**config.mk**
```make
export PLATFORM = sky130hd
export DESIGN_NAME = unit_scaled_interval_timer_core
export DESIGN_NICKNAME = d
export VERILOG_FILES = /design/src/rtl/core/usit_pkg.sv /design/src/rtl/core/unit_scaled_interval_timer_core.sv
export VERILOG_INCLUDE_DIRS = /design/src /design/src/rtl/core
export SDC_FILE = /design/constraint.sdc
export NUM_CORES = 2
export LEC_CHECK = 0
export BUFFER_PORTS_ARGS = -buffer_cell sky130_fd_sc_hd__buf_2
export CORE_AREA = 2 2 233 235
export CTS_CLUSTER_SIZE = 24
export DETAILED_ROUTE_END_ITERATION = 8
export DIE_AREA = 0 0 235 237
export PLACE_DENSITY_LB_ADDON = 0.2
export SYNTH_ARGS = -nofsm -noshare
export SYNTH_HDL_FRONTEND = slang
export SYNTH_SLANG_ARGS = --single-unit
```
**constraint.sdc**
```tcl
create_clock -name clk -period 8.87 [get_ports clk]
set_clock_uncertainty 0.15 [all_clocks]
set_input_delay 1.3305 -clock clk [delete_from_list [all_inputs] [get_ports clk]]
set_output_delay 1.3305 -clock clk [all_outputs]
set_load 0.05 [all_outputs]
```
**src/rtl/core/assert_macros.svh**
```systemverilog
// ---------------------------------------------------------------------------
// Assertion macros
// Shared concurrent assertion forms, clocked on clk and disabled during rst.
// ---------------------------------------------------------------------------
`ifndef ASSERT_MACROS_SVH
`define ASSERT_MACROS_SVH

// Same-cycle implication
`define ASSERT_IMPLIES(label, ante, cons) \
  label: assert property (@(posedge clk) disable iff (rst) (ante) |-> (cons)) \
    else $error("assertion failed: same-cycle implication");

// Next-cycle implication
`define ASSERT_NEXT(label, ante, cons) \
  label: assert property (@(posedge clk) disable iff (rst) (ante) |=> (cons)) \
    else $error("assertion failed: next-cycle implication");

`endif

```
**src/rtl/core/usit_pkg.sv**
```systemverilog
// ---------------------------------------------------------------------------
// usit_pkg
// Types, codes and the unit factor table of the unit-scaled interval timer.
// ---------------------------------------------------------------------------
package usit_pkg;

  // Command codes carried in the func field
  typedef enum logic [2:0] {
    FN_QUERY   = 3'd0,
    FN_START   = 3'd1,
    FN_ALIGNED = 3'd2,
    FN_STRICT  = 3'd3,
    FN_CHANGE  = 3'd4,
    FN_FREE    = 3'd5,
    FN_OFF     = 3'd6
  } func_t;

  // Timer run state
  typedef enum logic [1:0] {
    RUN_OFF     = 2'd0,
    RUN_DOWN    = 2'd1,
    RUN_ELAPSED = 2'd2,
    RUN_FREE    = 2'd3
  } run_state_t;

  // Sequencer state
  typedef enum logic [1:0] {
    SEQ_IDLE,
    SEQ_DIV,
    SEQ_MUL,
    SEQ_FINISH
  } seq_state_t;

  // Time unit register codes
  localparam logic [2:0] UNIT_MS      = 3'd0;
  localparam logic [2:0] UNIT_HUNDRED = 3'd1;
  localparam logic [2:0] UNIT_TENTH   = 3'd2;
  localparam logic [2:0] UNIT_SECOND  = 3'd3;
  localparam logic [2:0] UNIT_MINUTE  = 3'd4;
  localparam logic [2:0] UNIT_HRS     = 3'd5;

  localparam int TickW = 32;
  localparam int CntW  = $clog2(TickW);

  typedef struct packed {
    logic [2:0]       func;
    logic [TickW-1:0] now_tick;
    logic [TickW-1:0] period_units;
  } in_item_t;

  typedef struct packed {
    logic [1:0]       run_state_code;
    logic             is_on;
    logic             is_zero;
    logic             is_elapsed;
    logic [TickW-1:0] elapsed_units;
    logic [TickW-1:0] remaining_units;
    logic [TickW-1:0] overall_units;
  } out_item_t;

  // Milliseconds per unit; unused codes count in milliseconds
  function automatic logic [TickW-1:0] unit_factor(input logic [2:0] unit);
    logic [TickW-1:0] f;
    unique case (unit)
      UNIT_MS:      f = 32'd1;
      UNIT_HUNDRED: f = 32'd10;
      UNIT_TENTH:   f = 32'd100;
      UNIT_SECOND:  f = 32'd1000;
      UNIT_MINUTE:  f = 32'd60000;
      UNIT_HRS:     f = 32'd3600000;
      default:      f = 32'd1;
    endcase
    return f;
  endfunction

endpackage

```
**src/rtl/core/unit_scaled_interval_timer_core.sv**
```systemverilog
// ---------------------------------------------------------------------------
// unit_scaled_interval_timer_core
// Interval timer on a free-running millisecond tick, with times reported in
// a configurable unit through a shared bit-serial divider.
// ---------------------------------------------------------------------------
//  channel  | signals                           | dir
//  ---------+-----------------------------------+-----
//  command  | in_valid, in_ready, in_data       | in
//  result   | out_valid, out_ready, out_data    | out
//  config   | cfg_wr_en, cfg_wr_data            | in
//
// An item with no arithmetic goes from idle straight to the finish step; a
// strict aligned start from elapsed takes one multiply, a query while
// counting down or free running a 32-step restoring divide, an aligned start
// from elapsed the divide, then the multiply. Synchronous reset clears the
// timer to off with unit milliseconds. A stalled result waits in the output
// register; the next transfer is taken, its result held in the finish step.
// ---------------------------------------------------------------------------
module unit_scaled_interval_timer_core
  import usit_pkg::*;
(
  input  logic       clk,
  input  logic       rst,
  input  logic       in_valid,
  output logic       in_ready,
  input  in_item_t   in_data,
  output logic       out_valid,
  input  logic       out_ready,
  output out_item_t  out_data,
  input  logic       cfg_wr_en,
  input  logic [2:0] cfg_wr_data
);

`include "assert_macros.svh"

  seq_state_t       seq, seq_next;
  run_state_t       run_state, run_state_next;
  logic [TickW-1:0] start_tick, start_tick_next;
  logic [TickW-1:0] period_len, period_len_next;
  logic [2:0]       time_unit;

  // Latched item and datapath registers
  logic [2:0]       op_func;
  logic [TickW-1:0] op_now;
  logic [TickW-1:0] op_period;
  logic [TickW-1:0] divisor;
  logic [TickW-1:0] rem;
  logic [TickW-1:0] quo;
  logic [CntW-1:0]  bit_cnt;
  logic [TickW-1:0] prod;

  logic             in_fire;
  logic             finish_fire;
  logic             div_last;
  logic [2:0]       sel_func;
  logic             need_div;
  logic             need_mul;
  logic [TickW:0]   trial;
  out_item_t        result;

  assign in_fire     = in_valid && in_ready;
  assign div_last    = (bit_cnt == CntW'(TickW - 1));
  assign sel_func    = (seq == SEQ_IDLE) ? in_data.func : op_func;

  // Decide which shared steps the item needs
  always_comb begin
    need_div = 1'b0;
    need_mul = 1'b0;
    case (func_t'(sel_func))
      FN_QUERY:   need_div = (run_state == RUN_DOWN) || (run_state == RUN_FREE);
      FN_ALIGNED: begin
        need_div = (run_state == RUN_ELAPSED);
        need_mul = (run_state == RUN_ELAPSED);
      end
      FN_STRICT:  need_mul = (run_state == RUN_ELAPSED);
      default:    ;
    endcase
  end

  // Sequencer next state
  always_comb begin
    seq_next = seq;
    unique case (seq)
      SEQ_IDLE: begin
        if (in_fire) begin
          if (need_div)      seq_next = SEQ_DIV;
          else if (need_mul) seq_next = SEQ_MUL;
          else               seq_next = SEQ_FINISH;
        end
      end
      SEQ_DIV: begin
        if (div_last) seq_next = need_mul ? SEQ_MUL : SEQ_FINISH;
      end
      SEQ_MUL:    seq_next = SEQ_FINISH;
      SEQ_FINISH: begin
        if (!out_valid || out_ready) seq_next = SEQ_IDLE;
      end
      default:    seq_next = SEQ_IDLE;
    endcase
  end

  // Sequencer outputs
  always_comb begin
    in_ready    = (seq == SEQ_IDLE);
    finish_fire = (seq == SEQ_FINISH) && (!out_valid || out_ready);
  end

  always_ff @(posedge clk) begin
    if (rst) seq <= SEQ_IDLE;
    else     seq <= seq_next;
  end

  // Restoring division step: shift one dividend bit in, subtract if it fits
  assign trial = {rem, quo[TickW-1]} - {1'b0, divisor};

  always_ff @(posedge clk) begin
    if (in_fire) begin
      op_func   <= in_data.func;
      op_now    <= in_data.now_tick;
      op_period <= in_data.period_units;
      divisor   <= unit_factor(time_unit);
      quo       <= in_data.now_tick - start_tick;
      rem       <= '0;
      bit_cnt   <= '0;
    end else if (seq == SEQ_DIV) begin
      bit_cnt <= bit_cnt + CntW'(1);
      if (!trial[TickW]) begin
        rem <= trial[TickW-1:0];
        quo <= {quo[TickW-2:0], 1'b1};
      end else begin
        rem <= {rem[TickW-2:0], quo[TickW-1]};
        quo <= {quo[TickW-2:0], 1'b0};
      end
    end
    // Old duration in ticks, for advancing from the end of the period
    if (seq == SEQ_MUL) begin
      prod <= TickW'(period_len * divisor);
    end
  end

  // Apply the command and form the result
  always_comb begin
    run_state_next  = run_state;
    start_tick_next = start_tick;
    period_len_next = period_len;
    result          = '0;
    case (func_t'(op_func))
      FN_QUERY: begin
        if (run_state == RUN_DOWN && quo >= period_len) run_state_next = RUN_ELAPSED;
        case (run_state_next)
          RUN_DOWN: begin
            result.elapsed_units   = quo;
            result.remaining_units = period_len - quo;
            result.overall_units   = period_len;
          end
          RUN_ELAPSED: begin
            result.is_zero       = 1'b1;
            result.is_elapsed    = 1'b1;
            result.elapsed_units = period_len;
            result.overall_units = period_len;
          end
          RUN_FREE: result.elapsed_units = quo;
          default:  result.is_zero = 1'b1;
        endcase
      end
      FN_START, FN_ALIGNED, FN_STRICT: begin
        run_state_next  = RUN_DOWN;
        period_len_next = op_period;
        start_tick_next = op_now;
        // A plain start never carries on from the end of the old period
        if (run_state == RUN_ELAPSED && func_t'(op_func) != FN_START) begin
          if (func_t'(op_func) == FN_STRICT ||
              quo < TickW'(period_len + op_period)) begin
            start_tick_next = start_tick + prod;
          end
        end
      end
      FN_CHANGE: begin
        if (run_state == RUN_DOWN || run_state == RUN_ELAPSED) begin
          run_state_next  = RUN_DOWN;
          period_len_next = op_period;
        end
      end
      FN_FREE: begin
        run_state_next  = RUN_FREE;
        period_len_next = '0;
        start_tick_next = op_now;
      end
      FN_OFF:  run_state_next = RUN_OFF;
      default: ;
    endcase
    result.run_state_code = run_state_next;
    result.is_on          = (run_state_next != RUN_OFF);
  end

  // Timer state; a unit write forces the timer off
  always_ff @(posedge clk) begin
    if (rst) begin
      run_state  <= RUN_OFF;
      start_tick <= '0;
      period_len <= '0;
      time_unit  <= UNIT_MS;
    end else if (cfg_wr_en) begin
      run_state <= RUN_OFF;
      time_unit <= cfg_wr_data;
    end else if (finish_fire) begin
      run_state  <= run_state_next;
      start_tick <= start_tick_next;
      period_len <= period_len_next;
    end
  end

  // Output register
  always_ff @(posedge clk) begin
    if (rst)              out_valid <= 1'b0;
    else if (finish_fire) out_valid <= 1'b1;
    else if (out_ready)   out_valid <= 1'b0;
  end

  always_ff @(posedge clk) begin
    if (finish_fire) out_data <= result;
  end

  `ASSERT_IMPLIES(a_on_matches_state, out_valid, out_data.is_on == (out_data.run_state_code != RUN_OFF))
  `ASSERT_IMPLIES(a_remaining_bounded, out_valid, out_data.remaining_units <= out_data.overall_units)
  `ASSERT_NEXT(a_cfg_forces_off, cfg_wr_en, run_state == RUN_OFF)

endmodule

```
# After elaboration in Yosys (flattened, before gate mapping)
# Index checks and enable logic that the tools add are counted.
# totals
regBits	373
latch_bits	0
ramBits	0
rom_bits	0
inputBits	75
out_inout_bits	103
mem_count	0
# op_classes
n_addsub	6
multipliers	1
div_mod_pow	0
n_lt_le_gt_ge	2
eq_ne	28
n_shift	0
n_mux	28
bitwise	1
n_reduce_logical	27
# op_table
operator	n
32-bit two-way mux	6
32-bit case mux with 2 select lines	2
22-bit case mux with 5 select lines	1
32-bit case mux with 3 select lines	1
32-bit adder	2
32-bit subtractor	2
33-bit by 32-bit subtractor with 33-bit output	1
32-bit greater-or-equal comparator	1
32-bit less-than comparator	1
32-bit by 32-bit multiplier with 32-bit output	1
3-bit by 2-bit == test with 1-bit output (second input constant)	6
3-bit == test (second input constant)	5
2-bit two-way mux	7
2-bit == test (second input constant)	6
2-bit case mux with 5 select lines	1
2-bit case mux with 4 select lines	1
2-bit nonzero test	4
2-bit OR reduction	4
1-bit two-way mux	7
2-bit by 1-bit == test with 1-bit output (second input constant)	3
3-bit by 1-bit == test with 1-bit output (second input constant)	2
3-bit logical NOT	2
2-bit != test (second input constant)	3
3-bit AND reduction	2
other kinds (15)	22

# Depth between registers and ports, before layout
# depth
ltp_word	9
mapped_depth	29

# Worst setup path after synthesis
# Ideal clock, no wire load.
# synth_path
kind	register to register
start	register divisor[9]
end	register prod[30] (data pin)
setup_time_ps	262
arrival_time_ps	6596
required_ps	8458
path_slack_ps	1862
path_stages_with_launch	26
period_less_slack_ps	7008
cell_sequence	edfxtp_1 > clkbuf_1 > clkbuf_1 > nand2_1 > fa_1 > inv_1 > fa_1 > fa_1 > inv_1 > fa_1 > inv_1 > fa_1 > fa_1 > fa_1 > fa_1 > ha_1 > a21o_1 > a21oi_1 > a21boi_0 > a31o_2 > a21o_1 > o21ai_1 > or3_1 > a21oi_1 > o21bai_1 > xor2_1
# synth_via
elab_chain_len	1
# synth_lines
element	line_no	source
start, declared	unit_scaled_interval_timer_core.sv:46	logic [TickW-1:0] divisor;
start signal, assigned	unit_scaled_interval_timer_core.sv:121	divisor <= unit_factor(time_unit);
32-bit by 32-bit multiplier with 32-bit output	unit_scaled_interval_timer_core.sv:137	prod <= TickW'(period_len * divisor);
end signal, assigned	unit_scaled_interval_timer_core.sv:137	
end, declared	unit_scaled_interval_timer_core.sv:50	logic [TickW-1:0] prod;
# No other way between the ends.
# A chain may end at the register's enable or synchronous reset.

# Worst setup path in the final report
# layout_path
start	register period_len[10]
end	register prod[30] (data pin)
# layout_via
elab_chain_len	1
# layout_lines
element	line_no	source
start, declared	unit_scaled_interval_timer_core.sv:39	logic [TickW-1:0] period_len, period_len_next;
start signal, assigned	unit_scaled_interval_timer_core.sv:209	period_len <= period_len_next;
32-bit by 32-bit multiplier with 32-bit output	unit_scaled_interval_timer_core.sv:137	
# No other way between the ends.

==> results by stage <==
Floorplan:
- The I/O pin count is 178.
- The region available for standard cell placement spans 53,300 um^2.
- The cell row count is 85.
- The area enclosed by the die boundary is 55,700 um^2.
- The die is 235 um wide.
- Once the floorplan was initialized, standard cells occupied 63.4% of the core.
- The die is 237 um tall.

STA:
- At the pin with the least slew margin, the transition time is 1140 ps.
- Timing would allow up to 129 MHz.
- Dividing the final minimum period by the clock period gives 87.4%.
- Setup violations remaining at the end of the flow were counted as 0.
- In this run the tightest slew margin relative to its limit is 23.9%.
- The setup slack of the critical path after layout is 1120 ps.
- The count of final hold-check violations was 0.
- The time the final worst path needs with I/O delays and setup is 7750 ps.
- The count of final max-slew check failures is 0.
- The total negative slack is 0 ps.
- Setup repair after global routing left no endpoint under its margin.

Detailed routing:
- The number of design-rule violations left by the first detailed-router iteration is 2,513.
- The routed wirelength normalized by instance count is 22.5 um.
- The number of iterations in the first detailed-routing pass is 6.
- Once detail routing completed, the nets flagged for antenna violations numbered 0.
- For this run, design rule violations remaining after detail routing come to 0.
- After detailed routing, the number of vias per cell comes to 6.11.
- The total number of vias is 26,700.
- The final wirelength is 98.4 mm.

Worst setup path:
- The worst setup path is captured at a register.
- Walking the worst path, the cells encountered are and2_1 > inv_1 > fa_1 > inv_1 > fa_1 > fa_1 > inv_1 > fa_1 > inv_1 > fa_1 > fa_1 > fa_1 > fa_1 > ha_1 > a21o_1 > a21oi_1 > a21boi_0 > a31o_2 > a21o_1 > o21ai_1 > or3_1 > a21oi_1 > o21bai_1 > xor2_1.
- The worst reg2reg path endpoint is prod[30]$_DFFE_PP_.
- Among all stages on the critical path, the largest delay is contributed by dfxtp_1.
- The startpoint identified for the worst register-to-register timing path is period_len[10]$_SDFFE_PP0P_.
- The worst setup path is of the register to register kind.
- In this run the worst setup path begins at period_len[10]$_SDFFE_PP0P_.
- The worst reg2reg path depth is 24.
- For flop-to-flop paths, the worst setup slack is 1120 ps.
- The worst setup path is launched from a register.
- Data on the critical path is required at its endpoint by 9060 ps.
- On the critical path the largest part of the delay comes from adder cells.
- The signal arrival time at the worst endpoint is 7940 ps.
- The instance count on the critical path is 24.
- The endpoint of the most critical setup path is prod[30]$_DFFE_PP_.
- The critical path buffer and inverter count is 4.
- The top fanout value on the critical path is 15.
- The largest stage delay on the critical path is 930 ps.
- Counting stages on the worst path, the most repeated cell is fa_1.

Pwr:
- Across the VDD grid, the largest voltage drop is 0.241 mV.
- The power density of the placed cells is 208 nW/um^2.
- The leakage dissipation is 16.7 nW.

Min path:
- In this run the most critical hold path is launched from start_tick[15]$_SDFFE_PP0P_.
- The worst hold path belongs to the class register to register.

Place:
- The placer congestion estimate is 0.982.
- The number of input and output port buffers inserted is 177.
- The area after detailed placement is 35,400 um^2.
- The estimated wirelength of the detail-placed design is 77.2 mm.
- At the placement stage, the worst setup path has a slack of 1150 ps.

Status:
- The run finished with clean final reports.

Global routing:
- Entering global routing, the biggest net connects 83 pins.
- After global routing the overflow that remains totals 0.
- The first-pass GRT wire length is 154 mm.
- The initial antenna violation count is 1.
- The via count of the first global-routing pass was 27,000.
- Across every metal layer, demand over resource in global routing totals 35.8%.

Layout:
- The final layout contains 4,384 nets.
- The fraction of layout instances using a drive strength above 1 is 8.91%.
- The post-route standard cell area excluding fillers is 36,700 um^2.
- The repair_antennas step left the layout with diodes totalling 0.
- The layout has 4,173 filler cells.
- The area growth from synthesis to layout is 8.65%.
- The area occupied by multi-input gates is 21,900 um^2.
- The utilization after layout is 68.9%.
- In the final layout, flip-flops and latches occupy 9450 um^2.

Logic synthesis:
- The flip-flop cell with the highest count after synthesis is edfxtp_1.
- The area of the mapped netlist is 33,800 um^2.
- The synthesized design contains 242 enable-type register cells.
- The number of nets in the synthesized netlist is 4,250.
- The synthesized design contains 351 register bits.
- Yosys mapped the design onto 83 distinct sky130hd cell types.
- The fraction of registers with async set/reset is 0%.
- The gate count after technology mapping is 3,503.
- The mean area per synthesized cell is 9.64 um^2.
- For this run, the register share of the synthesized area comes to 28.0%.
- The count of synthesis-stage warnings from yosys is 0.

Job:
- The max-cap violation count is 0.

CTS:
- The total of hold buffers inserted after clock tree synthesis is 0.
- The number of buffers created by CTS is 41.
- The H-tree generated during clock tree synthesis spans 2 levels.
- The clock network latency to the later pin of the worst-skew pair is 600 ps.
- The library cell used as clock root buffer is clkbuf_16.
- TritonCTS built the clock tree.
- The count of clock tree sinks is 351.
- After clock tree synthesis, the clock-pin slew on the worst setup and hold paths is 70 ps.
- The number of buffers inserted to repair setup after CTS is 0.
- The post-CTS resize count is 0.
- The longest clock path from root to sink contains 3 buffers.
-- metrics by stage --
step           hold WS (ps)  power, mW  instances
2_1_floorplan           304       4.87       3503
3_3_place_gp            330       5.76       4290
3_5_place_dp            344       5.87       4290
4_1_cts                 354       7.60       4365
5_1_grt                 371       8.04       4365
6_report                361       7.63       4365
-- cells in the mapped netlist (16+ instances only) --
cell type    n  area (um^2)
ha_1       371         4640
inv_1      498         1870
nand2_1    254          953
nor2_1     222          833
o21ai_0    124          621
o21a_1      33          248
nor3_1      31          155
a211oi_1    47          353
a31oi_1     16          100
fa_1       301         6030
and2_1     196         1230
mux2i_1     40          400
clkbuf_1   112          420
xnor2_1    127         1110
nand4_1     16          100
nor2b_1     25          156
o21bai_1    22          165
a21o_1      76          571
xor2_1      85          744
edfxtp_1   242         7270
nand3_1     73          365
nand2b_1    27          169
dfxtp_1    109         2180
a21oi_1    196          981
a22oi_1     33          248
o211ai_1    16          120
-- state kept, by name (all words and copies together), names as in the netlist --
register / flops
op_func: 3
prod: 32
bit_cnt: 5
period_len: 32
out_valid: 1
run_state: 2
time_unit: 3
op_period: 32
rem: 32
start_tick: 32
out_data: 101
seq: 2
quo: 32
op_now: 32
divisor: 10
-- metal layers --
metal  up-vias  track usage [%]  wire length (um)
met4         0             17.4              5400
met5         -                0                 0
met2      1194             56.1             44100
met1     13100             49.2             40800
met3       287             4.98              8100
li1      12100                -                 -
-- tightest hold or removal path, delay by kind of cell (launching register included) --
kind	cells	cell delay, ps
DFF	1	340
and+or+nand+nor	1	60
AOI/OAI and AO/OA	1	60
-- power breakdown --
| group | switching, mW | leakage (nW) | internal [mW] |
|---|---|---|---|
| logic | 2.03 | 12.9 | 1.18 |
| clock network | 0.737 | 0.637 | 0.971 |
| registers | 0.488 | 3.19 | 2.23 |
| total | 3.26 | 16.7 | 4.37 |
-- kinds of logic (layout without fill, tap and decap cells) --
family                   Yosys count  after routing  synth area share [%]
adder cells (fa/ha/maj)          672            672                  31.6
flip-flops                       351            351                  28.0
buffers and inverters            628            794                  7.14
XOR/XNOR                         212            212                  5.50
multiplexers                      41             41                  1.22
AO/OA/AOI/OAI                    674            674                  13.0
AND/OR/NAND/NOR                  925            925                  13.6
-- cell type report --
type | instances | area share, %
well taps | 696 | 2.37
multi-input cells | 2524 | 59.8
repair buffers | 220 | 3.29
clock inverters | 20 | 0.546
clock buffers | 55 | 3.11
inverters | 499 | 5.12
flip-flops and latches | 351 | 25.7
-- cells in the final DEF (no fill, tap or decap), types with 27 or more instances in the layout --
cell type | Yosys | final
a211oi_1 | 47 | 47
a21o_1 | 76 | 76
a21oi_1 | 196 | 196
a22oi_1 | 33 | 33
and2_1 | 196 | 196
buf_2 | 3 | 177
buf_4 | 5 | 43
clkbuf_16 | 0 | 42
dfxtp_1 | 109 | 109
edfxtp_1 | 242 | 242
fa_1 | 301 | 301
ha_1 | 371 | 370
inv_1 | 498 | 496
mux2i_1 | 40 | 40
nand2_1 | 254 | 253
nand2b_1 | 27 | 27
nand3_1 | 73 | 73
nor2_1 | 222 | 221
nor3_1 | 31 | 31
o21a_1 | 33 | 33
o21ai_0 | 124 | 124
xnor2_1 | 127 | 127
xor2_1 | 85 | 85
-- how the worst min path moves through the flow --
stage	end	depth (start not counted)
detailed placement	bit_cnt[4]$_SDFFE_PP0P_	2
finish	start_tick[15]$_SDFFE_PP0P_	2
global route	start_tick[15]$_SDFFE_PP0P_	2
global placement	bit_cnt[4]$_SDFFE_PP0P_	2
floorplan	start_tick[15]$_SDFFE_PP0P_	2
CTS	start_tick[27]$_SDFFE_PP0P_	2
No activity file was read; power rests on OpenSTA's default activity.
